==> config.mk <==
export PLATFORM = sky130hd
export DESIGN_NAME = fcl_controller
export DESIGN_NICKNAME = d
export VERILOG_FILES = /design/src/rtl/fcl_pkg.sv /design/src/rtl/fcl_controller.sv
export SDC_FILE = /design/constraint.sdc
export NUM_CORES = 1
export LEC_CHECK = 0
export ABC_AREA = 1
export BUFFER_PORTS_ARGS = -buffer_cell sky130_fd_sc_hd__buf_2
export CORE_ASPECT_RATIO = 1.4
export CORE_MARGIN = 1.5
export CORE_UTILIZATION = 40
export CTS_CLUSTER_DIAMETER = 40
export CTS_CLUSTER_SIZE = 24
export DETAILED_ROUTE_END_ITERATION = 12
export PLACE_DENSITY_LB_ADDON = 0.15
export SLEW_MARGIN = 25
export SYNTH_ARGS = -nofsm -noshare
export SYNTH_HDL_FRONTEND = slang
export SYNTH_SLANG_ARGS = --single-unit
export TNS_END_PERCENT = 50
==> constraint.sdc <==
create_clock -name i_clk -period 3.83 [get_ports i_clk]
set_input_delay 0.1915 -clock i_clk [delete_from_list [all_inputs] [get_ports i_clk]]
set_output_delay 0.1915 -clock i_clk [all_outputs]
set_load 0.005 [all_outputs]
==> src/rtl/fcl_pkg.sv <==
// ----------------------------------------------------------------------------
// Fully connected layer package
// Shared widths, command codes, register indexes and the control and status
// structs that pass between the controller and the datapath.
// ----------------------------------------------------------------------------
package fcl_pkg;

    // Field widths of the item channels.
    localparam int CMD_W       = 2;
    localparam int ROW_FIELD_W = 6;
    localparam int COL_FIELD_W = 10;
    localparam int DATA_W      = 16;
    localparam int ACC_W       = 32;

    // Configuration port and register widths.
    localparam int CFG_IDX_W  = 2;
    localparam int CFG_DATA_W = 11;
    localparam int N_IN_W     = 11;
    localparam int N_OUT_W    = 7;
    localparam int SHIFT_W    = 5;

    // Width used for column and count comparisons (covers 4096 and 11 bits).
    localparam int CMP_W = 16;

    // Default store sizes.
    localparam int DEF_MAX_INPUTS  = 1024;
    localparam int DEF_MAX_OUTPUTS = 64;

    // Item commands.
    typedef enum logic [CMD_W-1:0] {
        CMD_WR_WEIGHT = 2'd0,
        CMD_WR_BIAS   = 2'd1,
        CMD_ACT       = 2'd2
    } t_cmd;

    // Configuration register indexes.
    typedef enum logic [CFG_IDX_W-1:0] {
        CFG_N_INPUTS   = 2'd0,
        CFG_N_OUTPUTS  = 2'd1,
        CFG_FRAC_SHIFT = 2'd2
    } t_cfg_idx;

    // Commands from the controller to the datapath.
    typedef struct packed {
        logic                   wr_weight;
        logic                   wr_bias;
        logic                   load_act;
        logic                   mac_issue;
        logic                   emit_rd;
        logic                   emit_ld;
        logic                   last;
        logic [ROW_FIELD_W-1:0] row;
        logic [SHIFT_W-1:0]     frac_shift;
    } t_dp_cmd;

    // Status from the datapath to the controller.
    typedef struct packed {
        logic mac_busy;
        logic out_free;
    } t_dp_sts;

endpackage

==> src/rtl/fcl_controller.sv <==
// ----------------------------------------------------------------------------
// Fully connected layer controller
// Holds the configuration registers, decodes items and sequences the
// row sweep of each activation and the emission of results.
// ----------------------------------------------------------------------------
module fcl_controller #(
    parameter int MAX_INPUTS  = fcl_pkg::DEF_MAX_INPUTS,
    parameter int MAX_OUTPUTS = fcl_pkg::DEF_MAX_OUTPUTS
) (
    input  logic                                i_clk,
    input  logic                                i_rst_n,
    input  logic                                i_cfg_we,
    input  logic [fcl_pkg::CFG_IDX_W-1:0]       i_cfg_idx,
    input  logic [fcl_pkg::CFG_DATA_W-1:0]      i_cfg_data,
    input  logic                                i_in_valid,
    output logic                                o_in_ready,
    input  logic [fcl_pkg::CMD_W-1:0]           i_command,
    input  logic [fcl_pkg::ROW_FIELD_W-1:0]     i_row,
    input  logic [fcl_pkg::COL_FIELD_W-1:0]     i_col,
    output fcl_pkg::t_dp_cmd                    o_cmd,
    input  fcl_pkg::t_dp_sts                    i_sts
);

    localparam logic [fcl_pkg::CMP_W-1:0]   MAX_IN_C   = fcl_pkg::CMP_W'(MAX_INPUTS);
    localparam logic [fcl_pkg::CMP_W-1:0]   MAX_OUT_C  = fcl_pkg::CMP_W'(MAX_OUTPUTS);
    localparam logic [fcl_pkg::N_OUT_W-1:0] LAST_ROW_C = fcl_pkg::N_OUT_W'(MAX_OUTPUTS - 1);

    typedef enum logic [2:0] {
        S_IDLE,
        S_MAC,
        S_DRAIN,
        S_EMIT_RD,
        S_EMIT_LD
    } t_state;

    t_state                          r_state;
    logic [fcl_pkg::N_OUT_W-1:0]     r_row;
    logic                            r_last_col;
    logic [fcl_pkg::N_IN_W-1:0]      r_n_inputs;
    logic [fcl_pkg::N_OUT_W-1:0]     r_n_outputs;
    logic [fcl_pkg::SHIFT_W-1:0]     r_frac_shift;

    logic [fcl_pkg::CMP_W-1:0]       w_n_in_ext;
    logic [fcl_pkg::CMP_W-1:0]       w_eff_in;
    logic [fcl_pkg::CMP_W-1:0]       w_n_out_ext;
    logic [fcl_pkg::N_OUT_W-1:0]     w_eff_out;
    logic [fcl_pkg::CMP_W-1:0]       w_col_ext;
    logic [fcl_pkg::CMP_W-1:0]       w_row_ext;
    logic                            w_accept;
    logic                            w_act_ok;
    logic                            w_out_last;

    // Effective vector length and row count, clamped to the store sizes, zero taken as one.
    assign w_n_in_ext  = fcl_pkg::CMP_W'(r_n_inputs);
    assign w_eff_in    = (w_n_in_ext == '0) ? fcl_pkg::CMP_W'(1) :
                         (w_n_in_ext > MAX_IN_C) ? MAX_IN_C : w_n_in_ext;
    assign w_n_out_ext = fcl_pkg::CMP_W'(r_n_outputs);
    assign w_eff_out   = (w_n_out_ext == '0) ? fcl_pkg::N_OUT_W'(1) :
                         (w_n_out_ext > MAX_OUT_C) ? fcl_pkg::N_OUT_W'(MAX_OUTPUTS) :
                         r_n_outputs;

    assign w_col_ext  = fcl_pkg::CMP_W'(i_col);
    assign w_row_ext  = fcl_pkg::CMP_W'(i_row);
    assign o_in_ready = (r_state == S_IDLE);
    assign w_accept   = i_in_valid && o_in_ready;
    assign w_act_ok   = (w_col_ext < w_eff_in);
    assign w_out_last = (r_row == w_eff_out - fcl_pkg::N_OUT_W'(1));

    // Datapath commands.
    always_comb begin
        o_cmd            = '0;
        o_cmd.row        = r_row[fcl_pkg::ROW_FIELD_W-1:0];
        o_cmd.frac_shift = r_frac_shift;
        o_cmd.last       = w_out_last;
        unique case (r_state)
            S_IDLE: begin
                if (w_accept) begin
                    unique case (fcl_pkg::t_cmd'(i_command))
                        fcl_pkg::CMD_WR_WEIGHT: begin
                            o_cmd.wr_weight = (w_col_ext < MAX_IN_C) &&
                                              (w_row_ext < MAX_OUT_C);
                        end
                        fcl_pkg::CMD_WR_BIAS: begin
                            o_cmd.wr_bias = (w_row_ext < MAX_OUT_C);
                        end
                        fcl_pkg::CMD_ACT: begin
                            o_cmd.load_act = w_act_ok;
                        end
                        default: ;
                    endcase
                end
            end
            S_MAC:     o_cmd.mac_issue = 1'b1;
            S_EMIT_RD: o_cmd.emit_rd   = 1'b1;
            S_EMIT_LD: o_cmd.emit_ld   = i_sts.out_free;
            default: ;
        endcase
    end

    // State, row counter and configuration registers.
    always_ff @(posedge i_clk) begin
        if (!i_rst_n) begin
            r_state      <= S_IDLE;
            r_row        <= '0;
            r_last_col   <= 1'b0;
            r_n_inputs   <= fcl_pkg::N_IN_W'(1);
            r_n_outputs  <= fcl_pkg::N_OUT_W'(1);
            r_frac_shift <= '0;
        end else begin
            // Configuration writes.
            if (i_cfg_we) begin
                unique case (fcl_pkg::t_cfg_idx'(i_cfg_idx))
                    fcl_pkg::CFG_N_INPUTS:   r_n_inputs   <= i_cfg_data[fcl_pkg::N_IN_W-1:0];
                    fcl_pkg::CFG_N_OUTPUTS:  r_n_outputs  <= i_cfg_data[fcl_pkg::N_OUT_W-1:0];
                    fcl_pkg::CFG_FRAC_SHIFT: r_frac_shift <= i_cfg_data[fcl_pkg::SHIFT_W-1:0];
                    default: ;
                endcase
            end

            unique case (r_state)
                // Take an item; an activation in range starts a row sweep.
                S_IDLE: begin
                    if (w_accept && (fcl_pkg::t_cmd'(i_command) == fcl_pkg::CMD_ACT) &&
                            w_act_ok) begin
                        r_last_col <= (w_col_ext == w_eff_in - fcl_pkg::CMP_W'(1));
                        r_row      <= '0;
                        r_state    <= S_MAC;
                    end
                end
                // Issue one row a cycle into the multiply-accumulate pipeline.
                S_MAC: begin
                    if (r_row == LAST_ROW_C) begin
                        r_state <= S_DRAIN;
                    end else begin
                        r_row <= r_row + fcl_pkg::N_OUT_W'(1);
                    end
                end
                // Let the last accumulator writes land.
                S_DRAIN: begin
                    if (!i_sts.mac_busy) begin
                        r_row   <= '0;
                        r_state <= r_last_col ? S_EMIT_RD : S_IDLE;
                    end
                end
                S_EMIT_RD: begin
                    r_state <= S_EMIT_LD;
                end
                // Load the output register once it is free.
                S_EMIT_LD: begin
                    if (i_sts.out_free) begin
                        if (w_out_last) begin
                            r_state <= S_IDLE;
                        end else begin
                            r_row   <= r_row + fcl_pkg::N_OUT_W'(1);
                            r_state <= S_EMIT_RD;
                        end
                    end
                end
                default: r_state <= S_IDLE;
            endcase
        end
    end

endmodule
==> results.toml <==
[routing]
via_per_inst = 4.86
wirelength_um = 5640
wl_per_cell_um = 10.7
post-route-drc-count = 0
ant_nets = 0
vias = 2557
initialDrtViolationCount = 90
first_pass_iters = 4

[final_layout]
antenna_cells = 0
syn_to_final_growth_pct = 15.6
final_area_um2 = 2950
layout_commonest_cell = "nand2_1"
nNetsFinal = 503
final_cell_mix = "nand2_1, nor2_1, buf_2, inv_1"
multi_input_area_um2 = 1580
regArea_um2 = 681
drive_above_1_share_pct = 17.2
fillCellCount = 649

[floorplan]
rows = 34
start_util_pct = 41.4
fp.dieH_um = 97.5
dieArea_um2 = 6870
chipWidth_um = 70.5
ios = 56
coreArea_um2 = 6170

[power]
power.leakage_nw = 1.45
p_total_mw = 1.18
peakVddDrop_mv = 0.178
p_per_area_nw_per_um2 = 399

[yosys]
ys_seq_area_share_pct = 26.7
ys_top_cells_by_area = "dfxtp_1, nand2_1, nor2_1"
synth.cell_area_um2 = 2550
synth_warnings = 0
syn_inst = 408
netlist.area_leader.share_pct = 26.7
syn_nets = 458
ys_ff_latch = 34
postSynthAreaPerCell_um2 = 6.25
yosysTopAreaCell = "dfxtp_1"
ys_types = 31

[timing]
slew_viol_final = 0
max_slew_margin_pct = 48.1
setup_viol = 0
worst_slew_pin_slew_ns = 0.773
rsz0062_at_grt = "no"
finalSetupTns_ns = 0
period_share_pct = 73.7
hold_viol = 0
max_freq_mhz = 354
final.setup.worst_slack_ns = 1.01
fin_crit_ns = 2.82
finalClockSkew_ns = 0.00972

[place]
routabilityCongestion = 0.816
port_buffers = 49
dp_slack_ns = 0.986
dp_hpwl_um = 4560
placed_cell_area_um2 = 2810

[clock_tree]
clk_latency_ns = 0.28
hold_buffers = 0
clock_sinks = 34
clkSlewWorstSetupHoldPaths_ns = 0.08
clk_root_buffer_cell = "clkbuf_8"
cts_buffers = 5
post_cts_buffers = 0
clock_tree.buffer_depth = 2
cts_tree = "yes"
cts_resized = 0
htreeDepth = 2

[global_route]
grt_overflow = 0
grt_pass1_vias = 2352
grt_max_degree = 28
grt.total_usage_pct = 17.4
grt_pass1_wl_um = 9980
antenna_found_initial = 0

[critical_path]
rr_worst_depth = 15
worstReg2RegEnd = "r_row[6]"
r2r-start = "r_n_inputs[3]"
crit_arrival_ns = 3.03
worst-setup-path-type = "register to register"
cp-start-kind = "register"
rrSetupSlack_ns = 1.01
required_ns = 4.04
end_kind = "register"
cp_max_fo = 14

[hold_path]
min_path_cells = 3
whs_endpoint = "r_n_inputs[9]"
min_from = "i_cfg_data[9]"
hold_class = "input pin to register"

[flow_run]
maxCapViolCount = 0

[run_status]
status = "finished, final reports clean"
[critical path: stages (launching register included)]
cell and delay (ns):
dfxtp_1 0.38, nor2_1 0.15, nand3_2 0.11, o21ai_4 0.34, nand2_2 0.17, ha_1 0.33
a21oi_1 0.13, a2bb2oi_1 0.24, nand4_2 0.17, nand2_1 0.12, nand2_2 0.07, nor3_4 0.15
nand2_4 0.13, inv_4 0.10, nand2_1 0.05, a21oi_1 0.11
[worst max path at each step]
stage | startpoint | endpoint | slack, ns
after global routing | r_n_inputs[3] | r_row[4] | 0.64
after global placement | r_n_inputs[3] | r_row[6] | 1.02
after detailed placement | r_n_inputs[3] | r_row[3] | 0.99
final | r_n_inputs[3] | r_row[6] | 1.01
after floorplan | r_n_inputs[3] | r_row[2] | 1.47
after CTS | r_n_inputs[3] | r_row[6] | 0.96
[cell families after synthesis]
kind of cell,synth area share [%]
xor gates and xnor gates,4.81
AOI/OAI and AO/OA,14.5
and+or+nand+nor,36.3
adders and majority gates,6.38
buffers and inverters,11.3
DFF,26.7
[registers in the layout, summed over array words and instances (netlist names)]
| signal | count |
|---|---|
| r_n_outputs | 7 |
| r_row | 7 |
| r_last_col | 1 |
| r_n_inputs | 11 |
| r_state | 3 |
| r_frac_shift | 5 |
[final cells by class]
cell class / instances / area share, %
multi-input cells: 307 / 53.7
well taps: 72 / 3.05
inverters: 56 / 7.21
flip-flops and latches: 34 / 23.1
repair buffers: 49 / 8.32
clock inverters: 3 / 2.33
clock buffers: 5 / 2.33
[per-layer routing]
layer  global-route usage (%)  up-vias  wire (um)
met5                        0        -          0
li1                         -     1390          -
met2                     32.1       45       2920
met1                     19.9     1116       2470
met3                     2.80        6        186
met4                     5.47        0         66
[per-stage QoR]
stage	utilization, %	hold WS (ns)	cells
floorplan	-	0.318	408
CTS	47.8	0.116	526
global route	47.8	0.147	526
finish	47.8	0.130	526
detailed placement	45.6	0.423	518
global placement	45.6	0.418	518
[report_power, final]
group / total, mW / switching [mW] / internal [mW]
Combinational: 0.366 / 0.223 / 0.143
Clock: 0.397 / 0.137 / 0.261
Sequential: 0.414 / 0.0318 / 0.382
[synth_stat cells]
master,count
a21oi_1,28
a21oi_2,2
a2bb2oi_1,1
buf_4,7
buf_6,1
clkbuf_1,3
clkinv_1,2
dfxtp_1,34
ha_1,13
inv_1,48
inv_2,5
inv_4,1
nand2_1,99
nand2_2,4
nand2_4,1
nand3_1,24
nand3_2,2
nand3b_1,4
nand4_1,3
nand4_2,1
nor2_1,61
nor2_4,2
nor3_1,8
nor3_2,1
nor3_4,1
o21ai_0,34
o21ai_1,2
o21ai_4,1
o31ai_1,1
xnor2_1,5
xor2_1,9
No activity file was read; power rests on OpenSTA's default activity.
